$ cat config.mk
export PLATFORM = sky130hd
export DESIGN_NAME = calendar_date_advance
export DESIGN_NICKNAME = d
export VERILOG_FILES = /design/src/rtl/calda_pkg.sv /design/src/rtl/calendar_date_advance.sv
export VERILOG_INCLUDE_DIRS = /design/src /design/src/rtl
export SDC_FILE = /design/constraint.sdc
export NUM_CORES = 1
export LEC_CHECK = 0
export BUFFER_PORTS_ARGS = -buffer_cell sky130_fd_sc_hd__buf_2
export CAP_MARGIN = 10
export CELL_PAD_IN_SITES_DETAIL_PLACEMENT = 2
export CELL_PAD_IN_SITES_GLOBAL_PLACEMENT = 2
export CORE_MARGIN = 5
export CORE_UTILIZATION = 25
export DETAILED_ROUTE_END_ITERATION = 8
export PLACE_DENSITY = 0.65
export SYNTH_ARGS = -nofsm -noshare
export SYNTH_HDL_FRONTEND = slang
export SYNTH_SLANG_ARGS = --single-unit
$ cat constraint.sdc
create_clock -name clk_i -period 5.05 [get_ports clk_i]
set_clock_uncertainty 0.05 [all_clocks]
set_input_delay 0.505 -clock clk_i [delete_from_list [all_inputs] [get_ports clk_i]]
set_output_delay 0.505 -clock clk_i [all_outputs]
set_load 0.02 [all_outputs]
$ cat src/rtl/calendar_date_advance_assert.svh
// Assertion macros for the calendar date block.
// Needs clk_i and rst_ni in the scope where the macros are used.
`ifndef CALENDAR_DATE_ADVANCE_ASSERT_SVH
`define CALENDAR_DATE_ADVANCE_ASSERT_SVH

`ifndef NO_ASSERTIONS

// Plain property, checked at every clock edge outside reset.
`define CDA_ASSERT(lbl, prop) \
  lbl: assert property (@(posedge clk_i) disable iff (!rst_ni) (prop)) \
    else $error("calendar_date_advance: check failed");

// Same-cycle implication.
`define CDA_ASSERT_IMPL(lbl, ante, cons) \
  `CDA_ASSERT(lbl, (ante) |-> (cons))

`else

`define CDA_ASSERT(lbl, prop)
`define CDA_ASSERT_IMPL(lbl, ante, cons)

`endif

`endif

$ cat src/rtl/calda_pkg.sv
// Shared types, constants and the month length function for the calendar date block.
// No dependencies.
package calda_pkg;

  localparam int unsigned YEAR_W  = 14;
  localparam int unsigned MONTH_W = 4;
  localparam int unsigned DAY_W   = 5;
  localparam int unsigned COUNT_W = 16;

  localparam logic [MONTH_W-1:0] MONTH_JAN = 4'd1;
  localparam logic [MONTH_W-1:0] MONTH_FEB = 4'd2;
  localparam logic [MONTH_W-1:0] MONTH_DEC = 4'd12;

  localparam logic [DAY_W-1:0] DAY_FIRST = 5'd1;

  localparam logic OP_SET     = 1'b0;
  localparam logic OP_ADVANCE = 1'b1;

  typedef enum logic [1:0] {
    ST_IDLE,
    ST_ADV,
    ST_RESP
  } state_e;

  // Julian rule: February has 29 days in every year divisible by four.
  function automatic logic [DAY_W-1:0] days_in_month(input logic [MONTH_W-1:0] m,
                                                     input logic [YEAR_W-1:0]  y);
    logic [DAY_W-1:0] len;
    case (m) inside
      4'd1, 4'd3, 4'd5, 4'd7, 4'd8, 4'd10, 4'd12: len = 5'd31;
      4'd4, 4'd6, 4'd9, 4'd11:                   len = 5'd30;
      MONTH_FEB:                                 len = (y[1:0] == 2'b00) ? 5'd29 : 5'd28;
      default:                                   len = 5'd0;
    endcase
    return len;
  endfunction

endpackage

$ cat src/rtl/calendar_date_advance.sv
// Calendar date keeper: stored date, set with validation, advance by a day count.
// Depends on calda_pkg and calendar_date_advance_assert.svh.

// Holds one date (Julian leap rule) and a valid flag. Each input word is a
// command: tuser 0 sets the date from tdata after checking year 1..YEAR_LIMIT,
// month 1..12 and day 1..month length; tuser 1 adds days_to_add to the stored
// date. Every command returns one output word with the stored date after the
// command and an accepted flag; a rejected command leaves the date as it was.
// An advance with no valid date, or one that would carry the year past
// YEAR_LIMIT, is rejected. Timing: a set, or an advance with no valid date,
// passes from accept through the response state to the output register; an
// advance first runs in the advance state, since one subtract-and-compare unit
// steps through the calendar one month per cycle. Input is taken only while the
// sequencer is idle; a finished result waits in the output register, and a new
// word may be accepted while it does.
`include "calendar_date_advance_assert.svh"

module calendar_date_advance #(
  parameter int unsigned YEAR_LIMIT = 9999
) (
  input  logic        clk_i,
  input  logic        rst_ni,
  // tdata, low bit up: set_year[13:0], set_month[3:0], set_day[4:0],
  //                    days_to_add[15:0], one zero pad bit
  input  logic [39:0] s_axis_tdata_i,
  // tuser: opcode (0 set, 1 advance)
  input  logic        s_axis_tuser_i,
  input  logic        s_axis_tvalid_i,
  output logic        s_axis_tready_o,
  // tdata, low bit up: cur_year[13:0], cur_month[3:0], cur_day[4:0], one zero pad bit
  output logic [23:0] m_axis_tdata_o,
  // tuser: accepted
  output logic        m_axis_tuser_o,
  output logic        m_axis_tvalid_o,
  input  logic        m_axis_tready_i
);

  import calda_pkg::*;

  localparam logic [YEAR_W:0] YearLimitExt = (YEAR_W + 1)'(YEAR_LIMIT);

  // Input word fields
  logic [YEAR_W-1:0]  in_year;
  logic [MONTH_W-1:0] in_month;
  logic [DAY_W-1:0]   in_day;
  logic [COUNT_W-1:0] in_count;

  assign in_year  = s_axis_tdata_i[13:0];
  assign in_month = s_axis_tdata_i[17:14];
  assign in_day   = s_axis_tdata_i[22:18];
  assign in_count = s_axis_tdata_i[38:23];

  state_e state_q, state_d;

  // Stored date
  logic [YEAR_W-1:0]  year_q,  year_d;
  logic [MONTH_W-1:0] month_q, month_d;
  logic [DAY_W-1:0]   day_q,   day_d;
  logic               date_valid_q, date_valid_d;

  // Working date and remaining count of the running advance
  logic [YEAR_W-1:0]  wy_q, wy_d;
  logic [MONTH_W-1:0] wm_q, wm_d;
  logic [DAY_W-1:0]   wd_q, wd_d;
  logic [COUNT_W-1:0] n_q,  n_d;
  logic               ok_q, ok_d;

  // Output register
  logic               out_valid_q, out_valid_d;
  logic [23:0]        out_data_q,  out_data_d;
  logic               out_ok_q,    out_ok_d;

  logic               out_free;
  logic               in_fire;
  logic               set_ok;
  logic [DAY_W-1:0]   room;
  logic [YEAR_W:0]    year_inc;

  assign out_free        = !out_valid_q || m_axis_tready_i;
  assign s_axis_tready_o = (state_q == ST_IDLE);
  assign in_fire         = s_axis_tvalid_i && s_axis_tready_o;

  assign set_ok = (in_year != '0) && ({1'b0, in_year} <= YearLimitExt) &&
                  (in_month >= MONTH_JAN) && (in_month <= MONTH_DEC) &&
                  (in_day != '0) && (in_day <= days_in_month(in_month, in_year));

  // Shared step unit: days left in the working month, and the next year.
  assign room     = days_in_month(wm_q, wy_q) - wd_q;
  assign year_inc = {1'b0, wy_q} + (YEAR_W + 1)'(1);

  always_comb begin
    state_d      = state_q;
    year_d       = year_q;
    month_d      = month_q;
    day_d        = day_q;
    date_valid_d = date_valid_q;
    wy_d         = wy_q;
    wm_d         = wm_q;
    wd_d         = wd_q;
    n_d          = n_q;
    ok_d         = ok_q;
    out_valid_d  = out_valid_q && !m_axis_tready_i;
    out_data_d   = out_data_q;
    out_ok_d     = out_ok_q;

    unique case (state_q)
      ST_IDLE: begin
        if (in_fire) begin
          if (s_axis_tuser_i == OP_SET) begin
            ok_d    = set_ok;
            state_d = ST_RESP;
            if (set_ok) begin
              year_d       = in_year;
              month_d      = in_month;
              day_d        = in_day;
              date_valid_d = 1'b1;
            end
          end else begin
            wy_d = year_q;
            wm_d = month_q;
            wd_d = day_q;
            n_d  = in_count;
            if (date_valid_q) begin
              state_d = ST_ADV;
            end else begin
              ok_d    = 1'b0;
              state_d = ST_RESP;
            end
          end
        end
      end

      ST_ADV: begin
        if ({{(COUNT_W-DAY_W){1'b0}}, room} >= n_q) begin
          // Fits in the working month: commit.
          year_d  = wy_q;
          month_d = wm_q;
          day_d   = wd_q + n_q[DAY_W-1:0];
          ok_d    = 1'b1;
          state_d = ST_RESP;
        end else begin
          n_d  = n_q - ({{(COUNT_W-DAY_W){1'b0}}, room} + COUNT_W'(1));
          wd_d = DAY_FIRST;
          if (wm_q == MONTH_DEC) begin
            wm_d = MONTH_JAN;
            if (year_inc > YearLimitExt) begin
              ok_d    = 1'b0;
              state_d = ST_RESP;
            end else begin
              wy_d = year_inc[YEAR_W-1:0];
            end
          end else begin
            wm_d = wm_q + MONTH_W'(1);
          end
        end
      end

      ST_RESP: begin
        if (out_free) begin
          out_valid_d = 1'b1;
          out_data_d  = {1'b0, day_q, month_q, year_q};
          out_ok_d    = ok_q;
          state_d     = ST_IDLE;
        end
      end

      default: state_d = ST_IDLE;
    endcase
  end

  // Control and stored date
  always_ff @(posedge clk_i or negedge rst_ni) begin
    if (!rst_ni) begin
      state_q      <= ST_IDLE;
      year_q       <= '0;
      month_q      <= '0;
      day_q        <= '0;
      date_valid_q <= 1'b0;
      out_valid_q  <= 1'b0;
    end else begin
      state_q      <= state_d;
      year_q       <= year_d;
      month_q      <= month_d;
      day_q        <= day_d;
      date_valid_q <= date_valid_d;
      out_valid_q  <= out_valid_d;
    end
  end

  // Payload
  always_ff @(posedge clk_i) begin
    wy_q       <= wy_d;
    wm_q       <= wm_d;
    wd_q       <= wd_d;
    n_q        <= n_d;
    ok_q       <= ok_d;
    out_data_q <= out_data_d;
    out_ok_q   <= out_ok_d;
  end

  assign m_axis_tvalid_o = out_valid_q;
  assign m_axis_tdata_o  = out_data_q;
  assign m_axis_tuser_o  = out_ok_q;

  // A valid stored date always has a real month and an in-range day.
  `CDA_ASSERT_IMPL(a_month_range, date_valid_q, (month_q >= MONTH_JAN) && (month_q <= MONTH_DEC))
  `CDA_ASSERT_IMPL(a_day_range, date_valid_q,
                   (day_q != '0) && (day_q <= days_in_month(month_q, year_q)))
  // Nothing is stored before the first accepted set.
  `CDA_ASSERT_IMPL(a_no_date, !date_valid_q, (month_q == '0) && (year_q == '0))

endmodule
==> results of run 1 <==
[path summary, 6_finish.rpt]
kind / from / end / slack [ps] / cells past startpoint
max reg2reg: wm_q[0]$_DFFE_PP_ / wy_q[12]$_DFFE_PP_ / 460 / 16
max in group asynchronous: rst_ni / month_q[1]$_DFFE_PN0P_ / 4310 / 1
min in group clk_i: s_axis_tdata_i[23] / n_q[0]$_DFFE_PP_ / 370 / 3
min: rst_ni / year_q[5]$_DFFE_PN0P_ / 150 / 1
min reg2reg: ok_q$_DFFE_PP_ / m_axis_tuser_o$_DFFE_PP_ / 420 / 0
max: wm_q[0]$_DFFE_PP_ / wy_q[12]$_DFFE_PP_ / 460 / 16
[state kept, by name (all words and copies together) (netlist names), 2 cells and up]
| signal | cells |
|---|---|
| state_q | 2 |
| year_q | 14 |
| month_q | 4 |
| m_axis_tdata_o | 23 |
| day_q | 5 |
| wy_q | 14 |
| wd_q | 5 |
| wm_q | 4 |
| n_q | 16 |
[routing by layer]
layer,up-vias,wire (um),GRT usage [%]
li1,2002,-,-
met1,2111,7090,15.8
met2,61,7840,22.3
met3,20,517,2.58
met4,0,325,4.87
met5,-,0,0
[layout by cell type (no fill, tap or decap), drive strengths merged, types with 5 or more instances in the layout]
cell | Yosys | routed
a21oi | 14 | 14
mux2 | 23 | 23
inv | 26 | 27
xor2 | 12 | 12
nor2b | 5 | 5
and2 | 5 | 5
nand2b | 8 | 8
a21o | 8 | 8
nand2 | 105 | 105
nor2 | 25 | 25
nand3 | 12 | 12
buf | 9 | 74
clkinv | 0 | 5
ha | 29 | 29
o21ai | 46 | 46
nor3 | 9 | 9
xnor2 | 23 | 23
edfxtp | 64 | 64
dfrtp | 27 | 27
nor4 | 8 | 8
clkbuf | 18 | 9
[area by class of cell]
cell class	instances	share of cell area (%)
clock buffers	9	3.53
clock inverters	7	1.06
inverters	26	1.53
multi-input cells	394	41.8
flip-flops and latches	91	40.7
well taps	280	5.48
repair buffers	74	5.99
[per-stage QoR]
stage | worst slack, ps | util, % | power, mW | hold slack (ps)
floorplan | 458 | - | 3.74 | 159
global placement | 551 | 28.0 | 4.43 | 395
CTS | 377 | 29.4 | 5.38 | 174
detailed placement | 447 | 28.0 | 4.61 | 418
finish | 464 | 29.4 | 5.26 | 155
global route | 59.0 | 29.4 | 5.73 | 216
[power groups by stage]
stage | clock [mW] | combinational (mW) | sequential, mW
after CTS | 0.731 | 2.98 | 1.67
after global routing | 0.758 | 3.26 | 1.72
after floorplan | 0 | 2.20 | 1.54
after detailed placement | 0 | 2.93 | 1.68
final | 0.703 | 2.89 | 1.66
after global placement | 0 | 2.77 | 1.66
[worst register-to-register path, cell delays in order, from the launching register on]
cell	delay (ps)
edfxtp_1	460
inv_1	160
ha_1	270
inv_1	90
a32o_1	280
ha_1	210
fa_1	550
inv_1	90
fa_1	450
a21o_1	180
a21o_1	180
a21o_1	190
a21oi_1	200
o41ai_1	140
nand2_1	310
o311a_1	240
buf_4	250
[cells by family (layout without fill, tap and decap cells)]
kind of cell	Yosys count	after routing	synth area share [%]
buffers and inverters	53	116	4.39
adders and majority gates	32	32	7.69
xor gates and xnor gates	35	35	5.57
AOI/OAI and AO/OA	100	100	11.3
muxes	26	26	6.62
DFF	91	91	47.2
and+or+nand+nor	200	200	17.1
other	1	1	0.0682
==> results.cfg, run 1 <==
[floorplan]
die_y_um = 158
fp.dieW_um = 158
rows = 54
dieArea_um2 = 25100
ioPinCount = 72
start_util_pct = 25.3
core_um2 = 21800

[place]
dp_cells = 865
place_hpwl_mm = 11.6
place.gp.congestion = 0.808
placed_area_um2 = 6100
port_buffers = 69

[final_layout]
fillers = 2453
drive_above_1_share_pct = 21.0
regArea_um2 = 2600
nets = 673
multi_input_area_um2 = 2670
syn_to_final_growth_pct = 16.2
design_area_um2 = 6390
final_cells = 881
antenna_cells = 0

[min_path]
hold_class = input port to async pin

[yosys]
synth_edf_count = 64
synthTopCellsByCount = 105 x nand2_1, 64 x edfxtp_1, 46 x o21ai_0
netlist.area_leader.share_pct = 34.9
yosysUniqueCellTypes = 58
syn_area_per_cell_um2 = 10.2
syn_area_um2 = 5500
ys_ff_latch = 91
synthTopCellsByArea = edfxtp_1 35%, dfrtp_1 12%, nand2_1 7.2%, ha_1 6.6%, mux2_4 5.5%
ys.warnings.count = 0
synth_cells = 538
synth_flop_cell = edfxtp_1
async_flop_share_pct = 29.7
yosysTopAreaCell = edfxtp_1
post-synth-top-count-cell = nand2_1
syn-num-nets = 615
ys_seq_area_share_pct = 47.2

[sta]
fin_crit_ps = 4590
tns_ps = 0
setup_viol = 0
hold_viol_final = 0
final-max-slew-violation-count = 0
rsz0062_at_grt = false
relSlewSlack_pct = 34.2
max_clock_freq_mhz = 218
tightest_slew_ps = 986
period_share_pct = 90.8

[global_route]
antenna_found_initial = 0
grt_usage_pct = 12.9
grt_pass1_vias = 4601
grt_max_degree = 55
grt_pass1_wl_mm = 24.6
grt_overflow_total = 0

[setup_path]
cp-end-kind = flip-flop
crit_type = flip-flop to flip-flop
path_buf_inv = 4
required_ps = 5050
startpoint_type = flip-flop
crit_fanout = 14
arrival_ps = 4580
crit_chain = inv_1 -> ha_1 -> inv_1 -> a32o_1 -> ha_1 -> fa_1 -> inv_1 -> fa_1 -> a21o_1 -> a21o_1 -> a21o_1 -> a21oi_1 -> o41ai_1 -> nand2_1 -> o311a_1 -> buf_4
slowest_stage = fa_1
slowest_delay_ps = 550
critPathTopFamily = adder cells

[detailed_routing]
first_pass_iters = 4
viasPerCell = 4.76
antenna_left = 0
via_count = 4194
drt_wl_total_mm = 15.8
drt_iter0_drc = 151
drc = 0
routedWlPerCell_um = 17.9

[cts]
cts_root_buf = clkbuf_16
postCtsResizedCells = 0
htreeDepth = 3
cts_tree = yes
cts_hold_buf = 0
clk_pin_slew_worst_paths_ps = 70
clk_path_buf_depth = 2
post_cts_buffers = 0
clkSinkCount = 91
numCtsBuffers = 9
insertion_delay_ps = 360

[status]
status = completed

[power]
clock_power_share_pct = 13.4
p_leak_nw = 2.73
vdd_drop_max_uv = 359
power.net_switching_mw = 2.36
power_frac_seq_pct = 31.6
p_per_area_nw_per_um2 = 823
swShare_pct = 44.8
power_frac_comb_pct = 55.0
internal_power_mw = 2.90

[job]
drv_cap = 0
Note: power is estimated with default switching activity, not from simulation.
==> run 2, diff against run 1 <==
Settings changed: RECOVER_POWER from default to 100.
==> run 2 against run 1 <==
Compared with the run above:
- fmax shrank 2.9%
- global-route usage unchanged
- non-clock buffer count did not move
- utilization is 0.58 points lower
- critical path type unchanged
- cell count unchanged
- register-to-register slack worse by 140 ps
- the flow now finishes with violations (capacitance limit, slew limit)
==> results.cfg, run 2 (synthesis gave the netlist of run 1 again) <==
[floorplan]
core_um2 = 21800
fp.dieW_um = 158
dieArea_um2 = 25100
rows = 54
die_y_um = 158
start_util_pct = 25.3
ioPinCount = 72

[cts]
clk_path_buf_depth = 2
clkSinkCount = 91
clk_pin_slew_worst_paths_ps = 70
postCtsResizedCells = 0
htreeDepth = 3
cts_tree = yes
cts_hold_buf = 0
cts_root_buf = clkbuf_16
post_cts_buffers = 0
insertion_delay_ps = 360
numCtsBuffers = 9

[detailed_routing]
routedWlPerCell_um = 17.9
via_count = 4199
viasPerCell = 4.77
drt_iter0_drc = 150
drt_wl_total_mm = 15.8
drc = 0
first_pass_iters = 4
antenna_left = 0

[final_layout]
antenna_cells = 0
layout_common_cells = 105 x nand2_1, 64 x edfxtp_1, 46 x o21ai_0
largest_register_ffs = 23
fin_util_pct = 28.8
final_cells = 881
regArea_um2 = 2600
drive_above_1_share_pct = 12.5
multi_input_area_um2 = 2580
final_common_cell = nand2_1
nets = 673
syn_to_final_growth_pct = 13.9
fillers = 2475

[min_path]
hold_class = input port to flip-flop
hold_depth = 3

[global_route]
grt_max_degree = 55
antenna_found_initial = 0
grt_pass1_vias = 4601
grt_usage_pct = 12.9
grt_pass1_wl_mm = 24.6
grt_overflow_total = 0

[sta]
relSlewSlack_pct = -24.7
max_clock_freq_mhz = 212
setup_viol = 0
rsz0062_at_grt = false
final-max-slew-violation-count = 128
timing.hold.ws_ps = 370
tns_ps = 0
tightest_slew_ps = 1870
fin_crit_ps = 4720
fin_ws_ps = 328
hold_viol_final = 0
period_share_pct = 93.5

[setup_path]
slowest_delay_ps = 650
required_ps = 5240
startpoint_type = flip-flop
arrival_ps = 4910
critPathTopFamily = compound AO/OA/AOI/OAI gates
crit_fanout = 23
crit_chain = inv_1 -> ha_1 -> inv_1 -> a32o_1 -> ha_1 -> fa_1 -> inv_1 -> fa_1 -> a21o_1 -> a21o_1 -> a21o_1 -> a21oi_1 -> nand3b_2 -> o21a_2 -> mux2_2
ff2ff_path_depth = 15
critical_path_depth = 15
crit_type = flip-flop to flip-flop
path_buf_inv = 3
cp-end-kind = flip-flop
slowest_stage = o21a_2

[place]
dpl_worst_slack_ps = 447
dp_cells = 865
place_hpwl_mm = 11.6
place.gp.congestion = 0.808
port_buffers = 69

[power]
p_per_area_nw_per_um2 = 826
p_leak_nw = 2.54
vdd_drop_max_uv = 359

[job]
drv_cap = 3

[status]
status = finished with violations
violations = capacitance limit, slew limit
run 2: area by class of cell:
| cell class | instances | area share [%] |
|---|---|---|
| tap | 280 | 5.59 |
| timing repair buffer | 74 | 5.43 |
| clock inverter | 7 | 1.08 |
| clock buffer | 9 | 3.60 |
| multi-input combinational | 394 | 41.3 |
| sequential | 91 | 41.5 |
| inverter | 26 | 1.56 |
run 2: layer usage:
| metal | vias to the layer above | track usage (%) | wire, um |
|---|---|---|---|
| met4 | 0 | 4.87 | 325 |
| met1 | 2108 | 15.8 | 7130 |
| met5 | - | 0 | 0 |
| met3 | 20 | 2.58 | 536 |
| li1 | 2004 | - | - |
| met2 | 67 | 22.3 | 7800 |
run 2: final timing paths:
kind                                             to          startpoint  slack [ps]
max                          year_q[13]$_DFFE_PN0P_   wm_q[0]$_DFFE_PP_         330
min                                n_q[0]$_DFFE_PP_  s_axis_tdata_i[23]         370
max reg2reg                  year_q[13]$_DFFE_PN0P_   wm_q[0]$_DFFE_PP_         330
min reg2reg                m_axis_tuser_o$_DFFE_PP_      ok_q$_DFFE_PP_         420
max in group asynchronous    month_q[1]$_DFFE_PN0P_              rst_ni        3360
min in group asynchronous     year_q[5]$_DFFE_PN0P_              rst_ni         560
run 2: tightest hold or removal path: cells and delay by family:
kind | cells | cell delay (ps)
buffers and inverters | 1 | 70
AND/OR/NAND/NOR | 2 | 90
run 2: power by group:
part           internal [mW]  switching, mW
Sequential              1.30          0.363
Combinational           1.14           1.67
Clock                  0.384          0.319
Total                   2.83           2.35
run 2: stage by stage:
step	power [mW]	instance area [um2]
CTS	5.38	6390
global placement	4.43	6100
floorplan	3.74	5500
global route	5.65	6260
finish	5.18	6260
detailed placement	4.61	6100
==> run 3, diff against run 2 <==
Settings changed: ABC_AREA from default to 0, CTS_BUF_LIST from default to sky130_fd_sc_hd__clkbuf_4.
==> run 3 against run 2 <==
Compared with the run above:
- the flow still finishes with violations (capacitance limit, slew limit)
- worst setup slack improved by 170 ps
- via count barely moved
- cell count rose by 0.11%
- wire length fell by 0.49%
- clock power fell by 38%
- critical path depth rose by 1
- hold slack got worse by 130 ps
- count of clock-buffer cells in the layout did not move
- final area fell by 2.3%
==> results.cfg, run 3 (synthesis gave the netlist of run 1 again) <==
[status]
status = finished with violations
violations = capacitance limit, slew limit

[floorplan]
dieArea_um2 = 25100
start_util_pct = 25.3
die_y_um = 158
rows = 54
fp.dieW_um = 158
ioPinCount = 72
core_um2 = 21800

[cts]
clk_path_buf_depth = 2
cts_tree = yes
cts_root_buf = clkbuf_4
cts_hold_buf = 1
htreeDepth = 3
post_cts_buffers = 0
clk_pin_slew_worst_paths_ps = 150
numCtsBuffers = 9
postCtsResizedCells = 0
insertion_delay_ps = 480
clkSinkCount = 91

[final_layout]
design_area_um2 = 6120
nets = 674
regArea_um2 = 2600
multi_input_area_um2 = 2590
drive_above_1_share_pct = 12.5
largest_register_ffs = 23
layout_common_cells = 105 x nand2_1, 64 x edfxtp_1, 46 x o21ai_0
antenna_cells = 0
final_common_cell = nand2_1
fillers = 2501
syn_to_final_growth_pct = 11.3

[min_path]
hold_depth = 3
min_to = n_q[0]$_DFFE_PP_
hold_class = input port to flip-flop
hp-start = s_axis_tdata_i[23]

[power]
power_mw = 4.90
p_per_area_nw_per_um2 = 800
clock_power_share_pct = 8.9
swShare_pct = 47.1
p_leak_nw = 2.47
internal_power_mw = 2.59
power.net_switching_mw = 2.31
power_frac_comb_pct = 57.3
power_frac_seq_pct = 33.9
vdd_drop_max_uv = 363

[sta]
period_share_pct = 90.2
tns_ps = 0
tightest_slew_ps = 1830
fin_crit_ps = 4560
final-max-slew-violation-count = 128
hold_viol_final = 0
fin_ws_ps = 494
rsz0062_at_grt = false
setup_viol = 0
max_clock_freq_mhz = 220
timing.hold.ws_ps = 239
relSlewSlack_pct = -22.3

[setup_path]
crit_type = flip-flop to flip-flop
startpoint_type = flip-flop
rr_endpoint = wy_q[12]$_DFFE_PP_
arrival_ps = 4690
r2r_slack_ps = 490
timing.rr.start = wm_q[0]$_DFFE_PP_
critPathTopFamily = adder cells
path_buf_inv = 4
slowest_delay_ps = 550
crit_fanout = 14
required_ps = 5190
crit_chain = inv_1 -> ha_1 -> inv_1 -> a32o_1 -> ha_1 -> fa_1 -> inv_1 -> fa_1 -> a21o_1 -> a21o_1 -> a21o_1 -> a21oi_1 -> o41ai_1 -> nand2_1 -> o311a_1 -> buf_4
cp-end-kind = flip-flop
ff2ff_path_depth = 16
slowest_stage = fa_1

[detailed_routing]
drt_wl_total_mm = 15.7
first_pass_iters = 4
antenna_left = 0
drt_iter0_drc = 157
via_count = 4196
viasPerCell = 4.76
drc = 0
routedWlPerCell_um = 17.8

[global_route]
grt_pass1_vias = 4553
grt_max_degree = 55
grt_usage_pct = 12.7
antenna_found_initial = 0
grt_overflow_total = 0
grt_pass1_wl_mm = 24.3

[place]
place.gp.congestion = 0.808
place_hpwl_mm = 11.6
placed_area_um2 = 6100
port_buffers = 69
dpl_worst_slack_ps = 447

[job]
drv_cap = 3
run 3: worst max path at each step:
| stage | startpoint | to | slack (ps) | cells after the start |
|---|---|---|---|---|
| final | wm_q[0]$_DFFE_PP_ | wy_q[12]$_DFFE_PP_ | 490 | 16 |
| after CTS | wm_q[0]$_DFFE_PP_ | wy_q[12]$_DFFE_PP_ | 410 | 16 |
| after global placement | wm_q[0]$_DFFE_PP_ | wy_q[8]$_DFFE_PP_ | 550 | 16 |
| after detailed placement | wm_q[0]$_DFFE_PP_ | wy_q[10]$_DFFE_PP_ | 450 | 16 |
| after global routing | wm_q[0]$_DFFE_PP_ | wy_q[12]$_DFFE_PP_ | 100 | 18 |
| after floorplan | wm_q[0]$_DFFE_PP_ | wy_q[0]$_DFFE_PP_ | 460 | 15 |
run 3: through the flow:
| step | std cells | utilization (%) |
|---|---|---|
| final | 882 | 28.1 |
| after global routing | 882 | 28.1 |
| after CTS | 882 | 28.7 |
| after detailed placement | 865 | 28.0 |
| after global placement | 865 | 28.0 |
| after floorplan | 538 | - |
run 3: power by group through the flow:
stage	logic, mW	registers, mW	clock network [mW]
floorplan	2.20	1.54	0
finish	2.81	1.66	0.434
CTS	2.97	1.67	0.461
global placement	2.77	1.66	0
detailed placement	2.93	1.68	0
global route	3.17	1.71	0.488
run 3: final cells by class:
class                      instances  area share (%)
inverter                          26            1.59
tap                              280            5.72
sequential                        91            42.4
timing repair buffer              75            5.72
clock buffer                       9            1.10
clock inverter                     7            1.10
multi-input combinational        394            42.3
run 3: worst min-delay path: stages:
cell,delay [ps]
buf_2,70
nand2_1,40
nand2_1,50
run 3: routing by layer:
| layer | track usage (%) | vias up | part of all wire (%) |
|---|---|---|---|
| li1 | - | 2002 | - |
| met1 | 15.8 | 2109 | 45 |
| met2 | 21.9 | 65 | 49 |
| met3 | 2.04 | 20 | 3.6 |
| met4 | 4.96 | 0 | 2.2 |
| met5 | 0 | - | 0 |
